$ cat config.mk
export PLATFORM = sky130hd
export DESIGN_NAME = sap_header_parser_core
export DESIGN_NICKNAME = d
export VERILOG_FILES = /design/src/rtl/core/sap_hp_pkg.sv /design/src/rtl/core/sap_header_parser_core.sv
export SDC_FILE = /design/constraint.sdc
export NUM_CORES = 1
export LEC_CHECK = 0
export BUFFER_PORTS_ARGS = -buffer_cell sky130_fd_sc_hd__clkbuf_2
export CORE_MARGIN = 2
export CORE_UTILIZATION = 45
export DETAILED_ROUTE_END_ITERATION = 8
export GPL_TIMING_DRIVEN = 0
export REMOVE_ABC_BUFFERS = 1
export SLEW_MARGIN = 20
export SYNTH_ARGS = -nofsm -noshare
export SYNTH_HDL_FRONTEND = slang
export SYNTH_SLANG_ARGS = --single-unit
$ cat constraint.sdc
create_clock -name clk -period 15.47 [get_ports clk]
set_input_delay 2.3205 -clock clk [delete_from_list [all_inputs] [get_ports clk]]
set_output_delay 2.3205 -clock clk [all_outputs]
set_load 0.05 [all_outputs]
$ cat src/rtl/core/sap_hp_pkg.sv
// ----------------------------------------------------------------------------
// SAP header parser package
// Word types, phase and status codes and the payload type text that are
// shared by the parser core.
// ----------------------------------------------------------------------------
package sap_hp_pkg;

  localparam int unsigned OFFSET_BITS_DEF = 16;
  localparam int unsigned TYPE_LEN        = 15;
  localparam int unsigned OUT_OFF_W       = 16;

  // Parse phases.
  localparam logic [2:0] PH_HEADER = 3'd0;
  localparam logic [2:0] PH_ORIG4  = 3'd1;
  localparam logic [2:0] PH_ORIG6  = 3'd2;
  localparam logic [2:0] PH_AUTH   = 3'd3;
  localparam logic [2:0] PH_TYPE   = 3'd4;

  // Result status codes.
  localparam logic [1:0] ST_OK      = 2'd0;
  localparam logic [1:0] ST_TRUNC   = 2'd1;
  localparam logic [1:0] ST_IPV6    = 2'd2;
  localparam logic [1:0] ST_UNTERM  = 2'd3;

  // Progress through the implicit "v=0" check; ICHK_FAIL once it has failed.
  localparam logic [1:0] ICHK_FAIL = 2'd3;

  localparam logic [7:0] CH_V    = 8'h76;
  localparam logic [7:0] CH_EQ   = 8'h3d;
  localparam logic [7:0] CH_ZERO = 8'h30;

  typedef struct packed {
    logic [7:0] pkt_byte;
    logic       last_byte;
  } in_word_t;

  typedef struct packed {
    logic [1:0]  status;
    logic [2:0]  version;
    logic        addr_is_v6;
    logic        is_deletion;
    logic        encrypted_flag;
    logic        compressed_flag;
    logic [7:0]  auth_words;
    logic [15:0] message_id;
    logic [31:0] origin_ipv4;
    logic [15:0] payload_offset;
    logic        type_implicit;
    logic        payload_is_sdp;
  } out_word_t;

  // Characters of "application/sdp"; the index past the end gives NUL.
  function automatic logic [7:0] sdp_char(input logic [3:0] idx);
    logic [7:0] c;
    case (idx)
      4'd0:    c = 8'h61;
      4'd1:    c = 8'h70;
      4'd2:    c = 8'h70;
      4'd3:    c = 8'h6c;
      4'd4:    c = 8'h69;
      4'd5:    c = 8'h63;
      4'd6:    c = 8'h61;
      4'd7:    c = 8'h74;
      4'd8:    c = 8'h69;
      4'd9:    c = 8'h6f;
      4'd10:   c = 8'h6e;
      4'd11:   c = 8'h2f;
      4'd12:   c = 8'h73;
      4'd13:   c = 8'h64;
      4'd14:   c = 8'h70;
      default: c = 8'h00;
    endcase
    return c;
  endfunction

  function automatic logic [7:0] implicit_char(input logic [1:0] idx);
    logic [7:0] c;
    case (idx)
      2'd0:    c = CH_V;
      2'd1:    c = CH_EQ;
      2'd2:    c = CH_ZERO;
      default: c = 8'h00;
    endcase
    return c;
  endfunction

endpackage

$ cat src/rtl/core/sap_header_parser_core.sv
// ----------------------------------------------------------------------------
// SAP header parser core
// Parses a SAP announcement one byte per word and gives one result word per
// datagram: the header fields and payload offset, or an error status.
// ----------------------------------------------------------------------------
//
//   Channel | Direction | Word type  | Handshake
//   in_     | input     | in_word_t  | in_valid / in_ready
//   out_    | output    | out_word_t | out_valid / out_ready
//
// One byte is taken per cycle; the parse state advances in the accepting cycle
// and a result appears in the output register on the following cycle.
// Throughput is one word per cycle while the output register is empty or
// being drained in the same cycle.
// A stalled output register holds its word and holds off the input.
// Reset is synchronous and puts the parser at the start of a datagram.
// ----------------------------------------------------------------------------
module sap_header_parser_core #(
  parameter int unsigned OFFSET_BITS = sap_hp_pkg::OFFSET_BITS_DEF
) (
  input  logic                  clk,
  input  logic                  rst_n,
  input  logic                  in_valid,
  output logic                  in_ready,
  input  sap_hp_pkg::in_word_t  in_data,
  output logic                  out_valid,
  input  logic                  out_ready,
  output sap_hp_pkg::out_word_t out_data
);

  localparam logic [OFFSET_BITS-1:0] POS_MAX      = '1;
  localparam logic [OFFSET_BITS-1:0] POS_HDR_END  = OFFSET_BITS'(3);
  localparam logic [OFFSET_BITS-1:0] POS_ORG4_END = OFFSET_BITS'(7);
  localparam logic [OFFSET_BITS-1:0] POS_ORG6_END = OFFSET_BITS'(19);
  localparam logic [3:0]             TYPE_END     = 4'(sap_hp_pkg::TYPE_LEN);

  logic [2:0]             phase_r,  phase_nxt;
  logic [OFFSET_BITS-1:0] pos_r,    pos_nxt;
  logic [9:0]             skip_r,   skip_nxt;
  logic [31:0]            hdr_r,    hdr_nxt;
  logic [31:0]            orig_r,   orig_nxt;
  logic [3:0]             tidx_r,   tidx_nxt;
  logic                   tok_r,    tok_nxt;
  logic [1:0]             ichk_r,   ichk_nxt;
  logic                   done_r,   done_nxt;
  logic                   out_valid_r;
  sap_hp_pkg::out_word_t  out_data_r;

  logic                   accept;
  logic                   emit;
  logic [1:0]             e_status;
  logic [31:0]            e_origin;
  logic [OFFSET_BITS-1:0] e_off;
  logic                   e_impl;
  logic                   e_sdp;
  logic [31:0]            hdr_emit;
  logic [7:0]             b;
  logic [7:0]             b0;
  logic [31:0]            off_wide;
  sap_hp_pkg::out_word_t  out_nxt;

  assign accept    = in_valid && in_ready;
  assign in_ready  = !out_valid_r || out_ready;
  assign out_valid = out_valid_r;
  assign out_data  = out_data_r;
  assign b         = in_data.pkt_byte;

  always_comb begin
    phase_nxt = phase_r;
    pos_nxt   = pos_r;
    skip_nxt  = skip_r;
    hdr_nxt   = hdr_r;
    orig_nxt  = orig_r;
    tidx_nxt  = tidx_r;
    tok_nxt   = tok_r;
    ichk_nxt  = ichk_r;
    done_nxt  = done_r;
    emit      = 1'b0;
    e_status  = sap_hp_pkg::ST_OK;
    e_origin  = '0;
    e_off     = '0;
    e_impl    = 1'b0;
    e_sdp     = 1'b0;

    if (!done_r) begin
      case (phase_r)
        sap_hp_pkg::PH_HEADER: begin
          case (pos_r[1:0])
            2'd0:    hdr_nxt = hdr_r | {b, 24'd0};
            2'd1:    hdr_nxt = hdr_r | {8'd0, b, 16'd0};
            2'd2:    hdr_nxt = hdr_r | {16'd0, b, 8'd0};
            default: hdr_nxt = hdr_r | {24'd0, b};
          endcase
          if (pos_r >= POS_HDR_END) begin
            phase_nxt = hdr_nxt[28] ? sap_hp_pkg::PH_ORIG6 : sap_hp_pkg::PH_ORIG4;
          end
        end
        sap_hp_pkg::PH_ORIG4: begin
          orig_nxt = {orig_r[23:0], b};
          if (pos_r >= POS_ORG4_END) begin
            skip_nxt  = {hdr_r[23:16], 2'b00};
            phase_nxt = (hdr_r[23:16] == 8'd0) ? sap_hp_pkg::PH_TYPE : sap_hp_pkg::PH_AUTH;
          end
        end
        sap_hp_pkg::PH_ORIG6: begin
          if (pos_r >= POS_ORG6_END) begin
            emit     = 1'b1;
            e_status = sap_hp_pkg::ST_IPV6;
            done_nxt = 1'b1;
          end
        end
        sap_hp_pkg::PH_AUTH: begin
          skip_nxt = skip_r - 10'd1;
          if (skip_nxt == 10'd0) begin
            phase_nxt = sap_hp_pkg::PH_TYPE;
          end
        end
        default: begin
          if (ichk_r != sap_hp_pkg::ICHK_FAIL) begin
            if (b == sap_hp_pkg::implicit_char(ichk_r)) begin
              if (ichk_r == 2'd2) begin
                emit     = 1'b1;
                e_status = sap_hp_pkg::ST_OK;
                e_origin = orig_r;
                e_off    = pos_r - OFFSET_BITS'(2);
                e_impl   = 1'b1;
                e_sdp    = 1'b1;
                done_nxt = 1'b1;
              end else begin
                ichk_nxt = ichk_r + 2'd1;
              end
            end else begin
              ichk_nxt = sap_hp_pkg::ICHK_FAIL;
            end
          end
          if (!emit) begin
            if (b == 8'd0) begin
              emit     = 1'b1;
              e_status = sap_hp_pkg::ST_OK;
              e_origin = orig_r;
              e_off    = (pos_r != POS_MAX) ? pos_r + OFFSET_BITS'(1) : pos_r;
              e_sdp    = tok_r && (tidx_r == TYPE_END);
              done_nxt = 1'b1;
            end else if (tok_r && (tidx_r != TYPE_END) &&
                         (b == sap_hp_pkg::sdp_char(tidx_r))) begin
              tidx_nxt = tidx_r + 4'd1;
            end else begin
              tok_nxt = 1'b0;
            end
          end
        end
      endcase

      if (!emit && in_data.last_byte) begin
        emit     = 1'b1;
        e_status = (phase_nxt == sap_hp_pkg::PH_TYPE) ? sap_hp_pkg::ST_UNTERM
                                                       : sap_hp_pkg::ST_TRUNC;
      end
    end

    hdr_emit = hdr_nxt;

    if (in_data.last_byte) begin
      phase_nxt = sap_hp_pkg::PH_HEADER;
      pos_nxt   = '0;
      skip_nxt  = '0;
      hdr_nxt   = '0;
      orig_nxt  = '0;
      tidx_nxt  = '0;
      tok_nxt   = 1'b1;
      ichk_nxt  = '0;
      done_nxt  = 1'b0;
    end else if (pos_r != POS_MAX) begin
      pos_nxt = pos_r + OFFSET_BITS'(1);
    end
  end

  assign b0       = hdr_emit[31:24];
  assign off_wide = 32'(e_off);

  always_comb begin
    out_nxt.status          = e_status;
    out_nxt.version         = b0[7:5];
    out_nxt.addr_is_v6      = b0[4];
    out_nxt.is_deletion     = b0[2];
    out_nxt.encrypted_flag  = b0[1];
    out_nxt.compressed_flag = b0[0];
    out_nxt.auth_words      = hdr_emit[23:16];
    out_nxt.message_id      = hdr_emit[15:0];
    out_nxt.origin_ipv4     = e_origin;
    out_nxt.payload_offset  = off_wide[sap_hp_pkg::OUT_OFF_W-1:0];
    out_nxt.type_implicit   = e_impl;
    out_nxt.payload_is_sdp  = e_sdp;
  end

  always_ff @(posedge clk) begin
    if (!rst_n) begin
      phase_r     <= sap_hp_pkg::PH_HEADER;
      pos_r       <= '0;
      skip_r      <= '0;
      hdr_r       <= '0;
      orig_r      <= '0;
      tidx_r      <= '0;
      tok_r       <= 1'b1;
      ichk_r      <= '0;
      done_r      <= 1'b0;
      out_valid_r <= 1'b0;
    end else begin
      if (accept) begin
        phase_r <= phase_nxt;
        pos_r   <= pos_nxt;
        skip_r  <= skip_nxt;
        hdr_r   <= hdr_nxt;
        orig_r  <= orig_nxt;
        tidx_r  <= tidx_nxt;
        tok_r   <= tok_nxt;
        ichk_r  <= ichk_nxt;
        done_r  <= done_nxt;
      end
      if (accept && emit) begin
        out_valid_r <= 1'b1;
      end else if (out_ready) begin
        out_valid_r <= 1'b0;
      end
    end
  end

  always_ff @(posedge clk) begin
    if (accept && emit) begin
      out_data_r <= out_nxt;
    end
  end

`ifndef ASSERT_OFF
  a_last_restarts: assert property (@(posedge clk) disable iff (!rst_n)
    accept && in_data.last_byte |=> pos_r == '0 && phase_r == sap_hp_pkg::PH_HEADER)
    else $error("A final byte did not restart the parser.");

  a_no_overwrite: assert property (@(posedge clk) disable iff (!rst_n)
    out_valid_r && !out_ready |-> !in_ready)
    else $error("Input taken while a result word is stalled.");

  a_error_zeroes: assert property (@(posedge clk) disable iff (!rst_n)
    out_valid_r && out_data_r.status != sap_hp_pkg::ST_OK |->
      out_data_r.origin_ipv4 == '0 && out_data_r.payload_offset == '0 &&
      !out_data_r.payload_is_sdp)
    else $error("Error result carries payload fields.");

  a_done_phase: assert property (@(posedge clk) disable iff (!rst_n)
    done_r |-> phase_r == sap_hp_pkg::PH_TYPE || phase_r == sap_hp_pkg::PH_ORIG6)
    else $error("Datagram finished in an unexpected phase.");

  a_done_silent: assert property (@(posedge clk) disable iff (!rst_n)
    accept && done_r |-> !emit)
    else $error("Result produced after the datagram was finished.");
`endif

endmodule
==> summary.txt <==
Placement
  • Post-DP Area: 9698 µm²
  • Input/output buffers: 97
  • Detailed Place HPWL: 14,880 µm
  • RePlAce Congestion: 0.8620

Detailed routing
  • Wire per inst: 17.73 µm
  • Drt first pass iters: 5
  • Antenna-violating nets left: 0
  • Vias/cell: 5.779
  • DRC viols: 0
  • DR vias: 7,328
  • Final WL: 22,480 µm
  • DR iter-0 viols: 550

Floorplan
  • CORE AREA: 19,530 µm²
  • Full die area: 21,100 µm²
  • Die Y: 145.3 µm
  • Starting Density: 46.00%
  • Top Ports: 98
  • Rows: 51
  • Die span in x: 145.3 µm

Global route
  • Initial antenna violation count: 0
  • Global-route usage over all layers: 21.13%
  • Vias in the first global route: 6,867
  • Largest net degree at the start of global routing: 49
  • Total grt overflow: 0
  • Global-route wire length before repair: 35,860 µm

Worst hold path
  • Worst min-delay path class: register to register
  • Hold wc startpoint: hdr_r[11]

STA
  • Final setup fails: 0
  • Hold_ws: 0.4683 ns
  • Slew headroom: 33.89%
  • Fmax: 0.1831 GHz
  • Worst slew pin tran: 0.9825 ns
  • Setup Skew: 0.01646 ns
  • Post-layout minimum cycle time: 5.463 ns
  • Max Transition Viols Final: 0
  • Final period utilization: 35.31%
  • Post-Route Setup TNS: 0 ns
  • RSZ-0062 raised after global routing: no
  • Final hold violation count: 0

Critical path
  • Worst EP arrival: 5.61 ns
  • Max stage delay on crit path: 0.84 ns
  • Startpoint types: primary input
  • Reg2reg start: ichk_r[0]
  • Worst path cell trace: clkbuf_2, nor3_1, o221ai_1, nor4_1, o21ai_0, nand2_1, nor2_1, nor3_2, buf_4, buf_4, buf_4
  • Crit-path max FO: 11
  • Worst Setup End Kind: register
  • Slowest-stage cell, CP: nor4_1
  • Worst EP required: 15.61 ns
  • CP Class: primary input to register
  • Critical Path Start: in_data[7]
  • Critical path's most frequent cell: buf_4

Power
  • Leakage: 0.003865 µW
  • Maximum vdd drop: 0.07060 mV
  • Power per cell area: 105.1 nW/µm²

Yosys
  • Compound-Gate Fraction of Synth Area: 18.18%
  • Top FF cell, synth: dfxtp_1
  • Post-synth EDFFs: 83
  • Post-Syn Instances: 930
  • Count of state elements after synthesis: 191
  • Post-synthesis xor/xnor area fraction: 1.073%
  • Synth Area in Simple Gates: 20.53%
  • Post-synthesis cell type count: 68
  • Syn Area/Cell: 9.657 µm²
  • Asr flop ratio synth: 0%
  • Mux cell area share after synthesis: 1.379%
  • Largest family of logic cells by synthesized area: simple AND/OR/NAND/NOR gates
  • Synth Cell Area: 8981 µm²
  • Sequential share of the synthesized area: 51.83%
  • Adder-cell area share of the yosys netlist: 2.786%
  • Syn. warnings: 0

Cells and area
  • N_diodes: 0
  • Final net count: 1,023
  • Post-route cell area: 10,330 µm²
  • Final Util: 52.89%
  • Share of cells above drive strength 1: 17.95%
  • Filler cells: 1,845
  • P&R area growth vs syn: 14.99%

Clock tree
  • Post-cts sizing count: 0
  • TritonCTS clock tree: built
  • # clock sinks: 191
  • Post-CTS Setup Bufs: 0
  • Root buffer cell: clkbuf_16
  • Maximum clock insertion buffer count: 2
  • Num CTS Buffers: 17
  • # H-tree levels: 4
  • Clk Latency, worst-skew pair: 0.44 ns
  • Clock transition at path regs: 0.07 ns
  • Cts hold-fix bufs: 0

Job
  • Max Cap Viol: 0

Run status
  • Status: finished clean
logic make-up after synthesis:
group	count (synthesis)
adders and majority gates	20
AOI/OAI and AO/OA	242
buffers and inverters	93
and+or+nand+nor	361
DFF	191
xor gates and xnor gates	11
muxes	12
cell usage after synthesis, drive strengths merged, types with 3 or more instances:
cell type  count  area [µm²]
ha            20       250.2
nor3          25       145.1
nand2         41       153.9
or2            3       18.77
dfxtp        108        2162
a211oi         4       30.03
a21o           6       45.04
or4            5       37.54
a22oi         69       518.0
o2bb2ai        6       52.55
edfxtp        83        2492
clkbuf        56       211.5
mux2           3       33.78
nand3         21       105.1
xnor2          9       78.83
o21ai         27       135.1
a2bb2oi        3       26.28
or3           11       103.9
mux2i          9       90.09
buf           14       81.32
and2          44       275.3
and3          10       62.56
a221oi         4       35.03
a31oi          6       43.79
nand2b         7       43.79
a22o          10       87.58
nand4         10       62.56
o211ai         4       30.03
nor2b          4       25.02
nor4          18       140.1
o31ai          5       51.30
inv           22       82.58
a21oi         68       340.3
o221a          4       45.04
nor2         149       561.8
o22ai         15       93.84
and4           3       27.53
nor3b          4       30.03
worst paths after layout:
kind	slack, ns	depth (start not counted)	endpoint
worst max-delay path	10.01	11	out_data[29]
worst min-delay path	0.47	2	hdr_r[11]
worst max register to register	11.40	12	out_data[29]
worst min register to register	0.47	2	hdr_r[11]
layout make-up:
class / count / area, µm² / share of cell area (%)
well taps: 265 / 331.6 / 3.211
inverters: 23 / 88.84 / 0.8602
clock inverters: 15 / 203.9 / 1.975
flip-flops and latches: 191 / 4654 / 45.07
repair buffers: 111 / 641.9 / 6.215
clock buffers: 17 / 425.4 / 4.119
multi-input cells: 646 / 3981 / 38.55
stage by stage:
stage                     worst slack (ns)  power, µW  cells
after CTS                            10.03       1094   1268
after detailed placement             9.579      646.7   1236
final                                10.01       1086   1268
after global placement               1.993      644.0   1222
after floorplan                      5.480      614.0    860
after global routing                 9.689       1120   1268
layout by cell type, fill, tap and decap left out, types with 5 or more instances in the layout:
master / instances
and2_1: 44
edfxtp_1: 83
nor3_2: 5
nand2_1: 40
clkbuf_16: 17
clkinv_8: 7
nor2_1: 146
nand3_1: 21
a22oi_1: 69
o22ai_1: 15
o21ai_0: 24
dfxtp_1: 108
xnor2_1: 9
a21o_1: 6
nand2b_1: 7
o2bb2ai_1: 6
nand4_1: 10
ha_1: 20
clkbuf_2: 97
a21oi_1: 67
a22o_1: 10
inv_1: 19
buf_6: 5
or4_1: 5
nor4_1: 15
or3_4: 7
buf_4: 6
nor3_1: 20
mux2i_1: 9
a31oi_1: 5
and3_1: 9
critical path, delay by kind of cell:
kind,cells,cell delay [ns]
buffers and inverters,4,0.98
and+or+nand+nor,5,1.93
AOI/OAI and AO/OA,2,0.36
report_power, final:
group	internal (µW)	total (µW)	switching (µW)
registers	536	540	4.24
logic	21.6	95.0	73.5
clock network	224	451	227
total	781	1090	305
registers in the layout (all words and copies together), names as in the netlist, named ones only:
register,cells
pos_r,16
skip_r,10
orig_r,32
out_valid,1
hdr_r,31
tok_r,1
done_r,1
ichk_r,2
out_data,83
tidx_r,4
phase_r,3
metal layers:
layer	vias to the layer above	routed length (µm)	track usage [%]
met5	-	0	0
met2	248	10440	33.46
li1	3542	-	-
met3	37	1092	3.270
met1	3501	10430	28.93
met4	0	519	8.775
Power figures use the tool's default switching activity.
